File: config.mk
export PLATFORM = sky130hd
export DESIGN_NAME = two_bit_per_byte_link_codec_flat
export DESIGN_NICKNAME = d
export VERILOG_FILES = /design/src/sv/tbplc_pkg.sv /design/src/sv/tbplc_in_if.sv /design/src/sv/tbplc_out_if.sv /design/src/sv/tbplc_tx_encoder.sv /design/src/sv/tbplc_rx_decoder.sv /design/src/sv/two_bit_per_byte_link_codec.sv /design/src/flat_wrapper.sv
export SDC_FILE = /design/constraint.sdc
export NUM_CORES = 1
export LEC_CHECK = 0
export CAP_MARGIN = 20
export CORE_MARGIN = 5
export CORE_UTILIZATION = 50
export CTS_CLUSTER_DIAMETER = 120
export DETAILED_ROUTE_END_ITERATION = 10
export DONT_BUFFER_PORTS = 1
export HOLD_SLACK_MARGIN = 0.12
export MAX_ROUTING_LAYER = met4
export PLACE_DENSITY = 0.63
export SLEW_MARGIN = 10
export SYNTH_ARGS = -nofsm -noshare
export SYNTH_HDL_FRONTEND = slang
export SYNTH_SLANG_ARGS = --single-unit
File: constraint.sdc
create_clock -name i_clk -period 2.2 [get_ports i_clk]
set_input_delay 0.22 -clock i_clk [delete_from_list [all_inputs] [get_ports i_clk]]
set_output_delay 0.22 -clock i_clk [all_outputs]
set_load 0.03 [all_outputs]
File: src/sv/tbplc_pkg.sv
// shared types, constants and helpers for the two-bit-per-byte link codec
package tbplc_pkg;

    localparam logic [7:0] LINE_IDLE = 8'h7F;
    localparam logic [7:0] LINE_DATA_MASK = 8'h24;
    localparam logic [7:0] CHAR_CR = 8'h0D;
    localparam logic [7:0] CHAR_LF = 8'h0A;

    localparam logic OP_ENCODE = 1'b0;
    localparam logic OP_DECODE = 1'b1;

    localparam logic KIND_LINE = 1'b0;
    localparam logic KIND_CHAR = 1'b1;

    // byte index within one transmit transaction, up to three characters of four bytes
    localparam int STEP_W = 4;
    localparam logic [STEP_W-1:0] STEP_LAST_SHORT = 4'd3;
    localparam logic [STEP_W-1:0] STEP_LAST_LONG = 4'd11;

    typedef struct packed {
        logic       operation;
        logic [7:0] tx_char;
        logic       tx_end_of_command;
        logic [7:0] rx_raw;
    } t_in_item;

    typedef struct packed {
        logic [7:0] value;
        logic       last;
    } t_tx_beat;

    typedef struct packed {
        logic       complete;
        logic [7:0] ch;
        logic       line_end;
    } t_rx_result;

    // one bit pair onto the idle line byte: low bit at bit 2, high bit at bit 5
    function automatic logic [7:0] encode_pair(input logic [1:0] pair);
        logic [7:0] b;
        b = LINE_IDLE & ~LINE_DATA_MASK;
        b[2] = pair[0];
        b[5] = pair[1];
        return b;
    endfunction

endpackage

File: src/sv/tbplc_in_if.sv
// input channel of the link codec
interface tbplc_in_if;
    logic       valid;
    logic       ready;
    logic       operation;
    logic [7:0] tx_char;
    logic       tx_end_of_command;
    logic [7:0] rx_raw;

    modport source (output valid, output operation, output tx_char,
                    output tx_end_of_command, output rx_raw, input ready);
    modport sink (input valid, input operation, input tx_char,
                  input tx_end_of_command, input rx_raw, output ready);
endinterface

File: src/sv/tbplc_out_if.sv
// result channel of the link codec
interface tbplc_out_if;
    logic       valid;
    logic       ready;
    logic       kind;
    logic [7:0] value;
    logic       line_end;
    logic       last;

    modport source (output valid, output kind, output value, output line_end,
                    output last, input ready);
    modport sink (input valid, input kind, input value, input line_end,
                  input last, output ready);
endinterface

File: src/sv/tbplc_tx_encoder.sv
// transmit byte generator: character, cr and lf spread over line bytes by step
module tbplc_tx_encoder (
    input  logic [7:0]                  i_char,
    input  logic                        i_eoc,
    input  logic [tbplc_pkg::STEP_W-1:0] i_step,
    output tbplc_pkg::t_tx_beat         o_beat
);
    import tbplc_pkg::*;

    logic [7:0] w_ch;
    logic [1:0] w_pair;

    always_comb begin
        unique case (i_step[3:2])
            2'd0:    w_ch = i_char;
            2'd1:    w_ch = CHAR_CR;
            default: w_ch = CHAR_LF;
        endcase
        unique case (i_step[1:0])
            2'd0:    w_pair = w_ch[1:0];
            2'd1:    w_pair = w_ch[3:2];
            2'd2:    w_pair = w_ch[5:4];
            default: w_pair = w_ch[7:6];
        endcase
        o_beat.value = encode_pair(w_pair);
        o_beat.last  = i_eoc ? (i_step == STEP_LAST_LONG) : (i_step == STEP_LAST_SHORT);
    end
endmodule

File: src/sv/tbplc_rx_decoder.sv
// receive side: gathers bit pairs into characters and tracks cr before lf
module tbplc_rx_decoder (
    input  logic                   i_clk,
    input  logic                   i_rst_n,
    input  logic                   i_fire,
    input  logic [7:0]             i_raw,
    output tbplc_pkg::t_rx_result  o_result
);
    import tbplc_pkg::*;

    logic [1:0] r_phase, n_phase;
    logic [5:0] r_partial, n_partial;
    logic       r_prev_cr, n_prev_cr;
    logic [1:0] w_pair;

    always_comb begin
        w_pair    = {i_raw[5], i_raw[2]};
        n_phase   = r_phase;
        n_partial = r_partial;
        n_prev_cr = r_prev_cr;
        o_result.complete = (r_phase == 2'd3);
        o_result.ch       = {w_pair, r_partial};
        o_result.line_end = (o_result.ch == CHAR_LF) && r_prev_cr;
        if (i_fire) begin
            unique case (r_phase)
                2'd0: n_partial[1:0] = w_pair;
                2'd1: n_partial[3:2] = w_pair;
                2'd2: n_partial[5:4] = w_pair;
                default: begin
                    n_partial = '0;
                    n_prev_cr = (o_result.ch == CHAR_CR);
                end
            endcase
            n_phase = r_phase + 2'd1;
        end
    end

    always_ff @(posedge i_clk) begin
        if (!i_rst_n) begin
            r_phase   <= '0;
            r_partial <= '0;
            r_prev_cr <= 1'b0;
        end else begin
            r_phase   <= n_phase;
            r_partial <= n_partial;
            r_prev_cr <= n_prev_cr;
        end
    end
endmodule

File: src/sv/two_bit_per_byte_link_codec.sv
// top level of the two-bit-per-byte link codec
//
//  channel | direction | contents
//  i_in    | sink      | operation, tx_char, tx_end_of_command, rx_raw
//  o_out   | source    | kind, value, line_end, last
//
// a transmit transaction gives 4 line bytes, or 12 with the cr/lf terminator,
// one per cycle out of the byte sequencer while o_out is not stalled; a receive
// transaction takes one raw byte and gives a character on every fourth raw byte
// the path runs through the input register, then the result register
// reset (i_rst_n, synchronous, active low) empties both registers and clears
// the receive phase, partial bits and the cr flag
// a stalled o_out holds the result register; i_in stays ready while the input
// register is empty or its transaction finishes this cycle
module two_bit_per_byte_link_codec (
    input  logic        i_clk,
    input  logic        i_rst_n,
    tbplc_in_if.sink    i_in,
    tbplc_out_if.source o_out
);
    import tbplc_pkg::*;

    // input register
    logic        r_item_valid;
    t_in_item    r_item;
    // byte index of the transmit transaction in the input register
    logic [STEP_W-1:0] r_step;
    // result register
    logic        r_out_valid;
    logic        r_out_kind;
    logic [7:0]  r_out_value;
    logic        r_out_line_end;
    logic        r_out_last;

    logic        w_is_rx;
    logic        w_out_free;
    logic        w_work;
    logic        w_item_done;
    logic        w_load_out;
    logic        w_in_fire;
    t_tx_beat    w_tx_beat;
    t_rx_result  w_rx_result;

    tbplc_tx_encoder u_tx (
        .i_char (r_item.tx_char),
        .i_eoc  (r_item.tx_end_of_command),
        .i_step (r_step),
        .o_beat (w_tx_beat)
    );

    tbplc_rx_decoder u_rx (
        .i_clk    (i_clk),
        .i_rst_n  (i_rst_n),
        .i_fire   (w_work && w_is_rx),
        .i_raw    (r_item.rx_raw),
        .o_result (w_rx_result)
    );

    always_comb begin
        w_is_rx     = (r_item.operation == OP_DECODE);
        // the result register can take a new entry this cycle
        w_out_free  = !r_out_valid || o_out.ready;
        w_work      = r_item_valid && w_out_free;
        // receive transactions finish in one step, transmit at their last byte
        w_item_done = w_is_rx || w_tx_beat.last;
        w_load_out  = w_work && (!w_is_rx || w_rx_result.complete);
        i_in.ready  = !r_item_valid || (w_work && w_item_done);
        w_in_fire   = i_in.valid && i_in.ready;
    end

    // control state
    always_ff @(posedge i_clk) begin
        if (!i_rst_n) begin
            r_item_valid <= 1'b0;
            r_out_valid  <= 1'b0;
            r_step       <= '0;
        end else begin
            if (w_in_fire) begin
                r_item_valid <= 1'b1;
            end else if (w_work && w_item_done) begin
                r_item_valid <= 1'b0;
            end
            if (w_work) begin
                r_step <= w_item_done ? '0 : r_step + {{(STEP_W-1){1'b0}}, 1'b1};
            end
            if (w_load_out) begin
                r_out_valid <= 1'b1;
            end else if (o_out.ready) begin
                r_out_valid <= 1'b0;
            end
        end
    end

    // payload registers
    always_ff @(posedge i_clk) begin
        if (w_in_fire) begin
            r_item.operation         <= i_in.operation;
            r_item.tx_char           <= i_in.tx_char;
            r_item.tx_end_of_command <= i_in.tx_end_of_command;
            r_item.rx_raw            <= i_in.rx_raw;
        end
        if (w_load_out) begin
            if (w_is_rx) begin
                r_out_kind     <= KIND_CHAR;
                r_out_value    <= w_rx_result.ch;
                r_out_line_end <= w_rx_result.line_end;
                r_out_last     <= 1'b1;
            end else begin
                r_out_kind     <= KIND_LINE;
                r_out_value    <= w_tx_beat.value;
                r_out_line_end <= 1'b0;
                r_out_last     <= w_tx_beat.last;
            end
        end
    end

    assign o_out.valid    = r_out_valid;
    assign o_out.kind     = r_out_kind;
    assign o_out.value    = r_out_value;
    assign o_out.line_end = r_out_line_end;
    assign o_out.last     = r_out_last;
endmodule
File: src/flat_wrapper.sv
// flat-port wrapper written by rule: the top's interface ports become plain ports
module two_bit_per_byte_link_codec_flat import tbplc_pkg::*;
  (i_clk, i_rst_n, i_in_valid, i_in_operation, i_in_tx_char, i_in_tx_end_of_command, i_in_rx_raw, i_in_ready, o_out_valid, o_out_kind, o_out_value, o_out_line_end, o_out_last, o_out_ready);
  tbplc_in_if i_in_i ();
  tbplc_out_if o_out_i ();
  input  logic i_clk;
  input  logic i_rst_n;
  input wire logic [$bits(i_in_i.valid)-1:0] i_in_valid;
  input wire logic [$bits(i_in_i.operation)-1:0] i_in_operation;
  input wire logic [$bits(i_in_i.tx_char)-1:0] i_in_tx_char;
  input wire logic [$bits(i_in_i.tx_end_of_command)-1:0] i_in_tx_end_of_command;
  input wire logic [$bits(i_in_i.rx_raw)-1:0] i_in_rx_raw;
  output wire logic [$bits(i_in_i.ready)-1:0] i_in_ready;
  output wire logic [$bits(o_out_i.valid)-1:0] o_out_valid;
  output wire logic [$bits(o_out_i.kind)-1:0] o_out_kind;
  output wire logic [$bits(o_out_i.value)-1:0] o_out_value;
  output wire logic [$bits(o_out_i.line_end)-1:0] o_out_line_end;
  output wire logic [$bits(o_out_i.last)-1:0] o_out_last;
  input wire logic [$bits(o_out_i.ready)-1:0] o_out_ready;
  assign i_in_i.valid = i_in_valid;
  assign i_in_i.operation = i_in_operation;
  assign i_in_i.tx_char = i_in_tx_char;
  assign i_in_i.tx_end_of_command = i_in_tx_end_of_command;
  assign i_in_i.rx_raw = i_in_rx_raw;
  assign i_in_ready = i_in_i.ready;
  assign o_out_valid = o_out_i.valid;
  assign o_out_kind = o_out_i.kind;
  assign o_out_value = o_out_i.value;
  assign o_out_line_end = o_out_i.line_end;
  assign o_out_last = o_out_i.last;
  assign o_out_i.ready = o_out_ready;
  two_bit_per_byte_link_codec u_core (.i_clk(i_clk), .i_rst_n(i_rst_n), .i_in(i_in_i), .o_out(o_out_i));
endmodule
Word-level counts from Yosys, hierarchy flattened
Index checks and enable logic that the tools add are counted.
- register bits after elaboration: 42
- bits in latches: 0
- bits in writable memories: 0
- memory bits (read-only): 0
- output and inout port bits: 13
- word-level logic and storage cells: 72
- memories kept: 0
- add/subtract/negate cells: 2
- multiply operators: 0
- divide/modulo/power cells: 0
- order comparisons: 0
- equal/unequal tests: 10
- shift-type cells: 0
- mux-type cells: 13
- bitwise operators: 4
- reductions and logical operators: 26
- operators with widths (operator ; number):
    $eq A8 B4 Y1 const B ; 2
    $pmux W8 S2 ; 1
    $pmux W2 S2 ; 3
    $reduce_and A2 Y1 ; 4
    $eq A2 B1 Y1 const B ; 3
    $eq A2 B2 Y1 const B ; 3
    $logic_and A1 B1 Y1 ; 6
    $logic_not A2 Y1 ; 3
    $mux W1 ; 6
    $mux W6 ; 1
    $pmux W2 S3 ; 1
    $reduce_or A2 Y1 ; 3
    $add A4 B1 Y4 const B ; 1
    $eq A4 B2 Y1 const B ; 1
    $eq A4 B4 Y1 const B ; 1
    $logic_or A1 B1 Y1 ; 4
    $mux W4 ; 1
    $not A1 Y1 ; 4
    $reduce_bool A2 Y1 ; 2
    $logic_not A1 Y1 ; 3
    $reduce_or A3 Y1 ; 1
    $add A2 B1 Y2 const B ; 1

Logic depth before layout (Yosys ltp)
- word-level depth: 7
- mapped depth: 6

Cells and area by module
From an unflattened synthesis, not the netlist that was laid out.
- cells, all modules: 153
- area, all modules: 1963.1 um^2
- by module, submodules not included (module ; instances ; cells each ; area each (um^2) ; seq. area each (um^2)):
    two_bit_per_byte_link_codec ; 1 ; 76 ; 1306.3 ; 991.0
    tbplc_rx_decoder ; 1 ; 54 ; 495.5 ; 180.2
    tbplc_tx_encoder ; 1 ; 23 ; 161.4 ; 0.0

Least setup slack after synthesis
OpenSTA, ideal clock, no wires.
- kind: register to register
- start: register u_core.r_step[0]
- end: register u_core.r_item[10] in the netlist's numbering (enable)
- setup time: 0.355 ns
- arrival: 1.680 ns
- data required time: 1.845 ns
- setup slack: 0.165 ns
- cell stages (with the launch flop): 6
- buffers on the path: 0
- clock period less this slack: 2.035 ns
- cells stage by stage: dfxtp_1 ha_1 nor2b_2 a21oi_4 o21ai_2 and2_1
- cells in the longest elaborated chain, start to end: 6
- ends and longest elaborated chain (what ; line ; text):
    start, declared ; two_bit_per_byte_link_codec.sv:27 ; logic [STEP_W-1:0] r_step;
    start signal, assigned ; two_bit_per_byte_link_codec.sv:84 ; r_step <= w_item_done ? '0 : r_step + {{(STEP_W-1){1'b0}}, 1'b1};
    $eq A4 B2 Y1 / $eq A4 B4 Y1 (equally long branches) ; tbplc_tx_encoder.sv:26 ; o_beat.last = i_eoc ? (i_step == STEP_LAST_LONG) : (i_step == STEP_LAST_SHORT);
    $mux W1 * ; tbplc_tx_encoder.sv:26 ;
    $logic_or A1 B1 Y1 * ; two_bit_per_byte_link_codec.sv:65 ; w_item_done = w_is_rx || w_tx_beat.last;
    $logic_and A1 B1 Y1 * ; two_bit_per_byte_link_codec.sv:67 ; i_in.ready = !r_item_valid || (w_work && w_item_done);
    $logic_or A1 B1 Y1 * ; two_bit_per_byte_link_codec.sv:67 ;
    via i_in_ready ; flat_wrapper.sv:13 ; output wire logic [$bits(i_in_i.ready)-1:0] i_in_ready;
    $logic_and A1 B1 Y1 * ; two_bit_per_byte_link_codec.sv:68 ; w_in_fire = i_in.valid && i_in.ready;
    via u_core.w_in_fire ; two_bit_per_byte_link_codec.sv:40 ; logic w_in_fire;
    end, declared ; two_bit_per_byte_link_codec.sv:25 ; t_in_item r_item;
Mark *: on every way through the listed nets, which the timed path passes. The rest lies on a longest branch.
A chain may end at the register's enable or synchronous reset.

Final worst setup path
- start: register u_core.r_step[0]
- end: output port i_in_ready
- cells in the longest elaborated chain, start to end: 5
- ends and longest elaborated chain (what ; line):
    $eq A4 B2 Y1 / $eq A4 B4 Y1 (equally long branches) ; tbplc_tx_encoder.sv:26
    $mux W1 * ; tbplc_tx_encoder.sv:26
    $logic_or A1 B1 Y1 * ; two_bit_per_byte_link_codec.sv:65
    $logic_and A1 B1 Y1 * ; two_bit_per_byte_link_codec.sv:67
    $logic_or A1 B1 Y1 * ; two_bit_per_byte_link_codec.sv:67
    end, declared ; flat_wrapper.sv:13
Every way passes the cells marked *; elsewhere a longest branch is shown, timed or not.

==> results.toml <==
[place]
place.gp.congestion = 0.8911
io_buffers = 0
place_inst = 189
post-dp-hpwl_um = 2167

[logic_synthesis]
yosysTopAreaCell = "edfxtp_1"
syn-instance-count = 144
yosysWarnings = 0
ys_types = 41
yosys.area.top_type_share_pct = 39.91
avgSynthCellArea_um2 = 12.02
synth_area_um2 = 1730
postSynthNetCount = 175
ys_ff_latch = 38
synth.area.top_cells = "edfxtp_1 40%, dfxtp_1 17%, ha_1 6.5%, nand2_1 3.3%, a21boi_0 3.0%"
ys_seq_area_share_pct = 57.27

[sta]
max_freq_mhz = 507.1
max_slew_margin_pct = 57.08
grt_setup_unrepaired = "no"
fin_skew_ns = 0.01183
drv_slew = 0
setup_viol = 0
timing.hold.ws_ns = 0.1346
fin_crit_sh_pct = 89.64
tightest_slew_ns = 0.6417
hold_viol = 0
setup_tns_ns = 0
layout_min_cycle_time_ns = 1.972

[finish]
final_common_cell = "edfxtp_1"
syn_to_final_growth_pct = 15.11
drive_gt1_share_pct = 13.33
antenna_cells = 0
nNetsFinal = 195
mostFrequentLayoutCells = "23 x edfxtp_1, 15 x nand2_1, 15 x dfxtp_1"
final_cells = 211

[clocking]
cts_sinks = 38
cts_tree = "done"
htreeDepth = 2
cts.path.max_buffers = 2
ctsHoldBuffers = 14
cts_setup_buffers = 0
clock_latency_ns = 0.35
cts_made_buffers = 5
clock-root-buffer = "clkbuf_4"
cts.repair.resized = 0
clkTransAtPathRegs_ns = 0.12

[grt]
antenna_found_initial = 0
track_usage_pct = 15.83
grt_start_max_net_pins = 21
grt_pass1_vias = 1130
grt_pass1_wl_um = 5092
overflow = 0

[pwr]
power.total_mw = 1.315
power_leakage_nw = 0.7008
powerDensity_nw_per_um2 = 659.9
irDropWorstVdd_v = 0.0004800

[routing]
routed_wl_um = 3057
drt_pre_antenna_iters = 4
vias_per_cell = 5.389
via_count = 1137
drt_iter0_drc = 64
wl_per_cell_um = 14.49
ant_nets = 0
drcViolationCount = 0

[floorplanning]
fp.dieW_um = 68.83
start_util_pct = 51.86
core-area_um2 = 3337
row_count = 21
io_pins = 35
die_y_um = 68.83
die-area_um2 = 4738

[run]
drv_cap = 0

[setup_path]
path_class = "flip-flop to output port"
crit_slowest_cell = "dfxtp_1"
worstSetupEndpointType = "output port"
crit_path_cell_trace = "ha_1, nor2b_2, a21oi_4, o21ai_2, buf_4"
slowest_delay_ns = 0.42
crit_family = "flip-flops"
worstPathArrival_ns = 1.75
worstSetupStartpointType = "flip-flop"
critPathBufInv = 1
worstPathMaxFanout = 5
required_ns = 1.98

[run_status]
status = "complete, no violations"

[worst_hold_path]
hold_path_class = "primary input to flip-flop"
[worst register-to-register path, cell delays in order, from the launching register on]
cell and delay, ns:
dfxtp_1 0.42, ha_1 0.25, nor2b_2 0.29, a21oi_4 0.11, o21ai_2 0.14, and2_1 0.14, buf_4 0.20
[cell families after synthesis]
| logic type | synth area share, % |
|---|---|
| simple gates | 17.86 |
| flops | 57.27 |
| mux | 2.314 |
| xor+xnor | 1.446 |
| compound gates | 11.79 |
| buf+inv | 2.820 |
| fa+ha+maj | 6.508 |
[path summary, 6_finish.rpt]
| path | startpoint | endpoint | slack, ns | cells past startpoint |
|---|---|---|---|---|
| max | u_core.r_step[0]$_SDFFE_PN0N_ | i_in_ready | 0.23 | 5 |
| min | i_rst_n | u_core.u_rx.r_prev_cr$_SDFFE_PN0P_ | 0.13 | 3 |
| max reg2reg | u_core.r_step[0]$_SDFFE_PN0N_ | u_core.r_item[11]$_DFFE_PP_ | 0.33 | 6 |
| min reg2reg | u_core.u_rx.r_partial[4]$_SDFFE_PN0P_ | u_core.u_rx.r_partial[4]$_SDFFE_PN0P_ | 0.48 | 2 |
[state kept, by name (all words and copies together), names as in the netlist]
register	count
u_core.o_out.kind	1
u_core.o_out.last	1
u_core.o_out.line_end	1
u_core.o_out.valid	1
u_core.o_out.value	8
u_core.r_item	11
u_core.r_item_valid	1
u_core.r_step	4
u_core.u_rx.r_partial	6
u_core.u_rx.r_phase	2
u_core.u_rx.r_prev_cr	1
u_core.w_is_rx	1
[synth_stat cells (all sizes together)]
cell,count
nand4b,1
a221oi,1
nor2,2
clkbuf,2
mux2i,4
ha,9
a22oi,1
a2bb2oi,1
nor3,5
and2,4
nor4,2
nand3,11
o21ai,8
o21a,2
a21boi,7
or2b,1
nand2,15
a21oi,3
edfxtp,23
dfxtp,15
nand4,1
buf,2
and4b,1
a221o,1
o22ai,1
a31o,1
o41ai,1
nand2b,5
nor4b,1
and3,1
inv,7
xnor2,2
a211oi,1
nor2b,2
[metrics by stage]
stage	util, %	setup slack (ns)	cell area [um^2]
floorplan	-	0.1646	1730
global placement	53.58	0.4346	1788
detailed placement	53.58	0.3666	1788
CTS	59.69	0.2107	1992
global route	59.69	0.07517	1992
finish	59.69	0.2279	1992
[cell type report]
| cell class | instances | area [um^2] |
|---|---|---|
| fill | 280 | 1345 |
| sequential | 38 | 991.0 |
| multi-input combinational | 95 | 690.7 |
| timing repair buffer | 17 | 162.7 |
| tap | 46 | 57.56 |
| clock buffer | 6 | 51.30 |
| inverter | 7 | 26.28 |
| clock inverter | 2 | 12.51 |
[where the power goes]
part / total, mW / internal, mW / switching [mW]
Sequential: 0.821 / 0.787 / 0.0342
Combinational: 0.109 / 0.0499 / 0.0587
Clock: 0.384 / 0.154 / 0.231
[metal layers]
layer / GRT usage [%] / vias up / share of wire [%]
met1: 19.30 / 527 / 48
li1: - / 568 / -
met3: 6.483 / 8 / 5.5
met5: - / - / 0
met4: 7.786 / 0 / 2.6
met2: 22.65 / 34 / 44
Power figures use the tool's default switching activity.
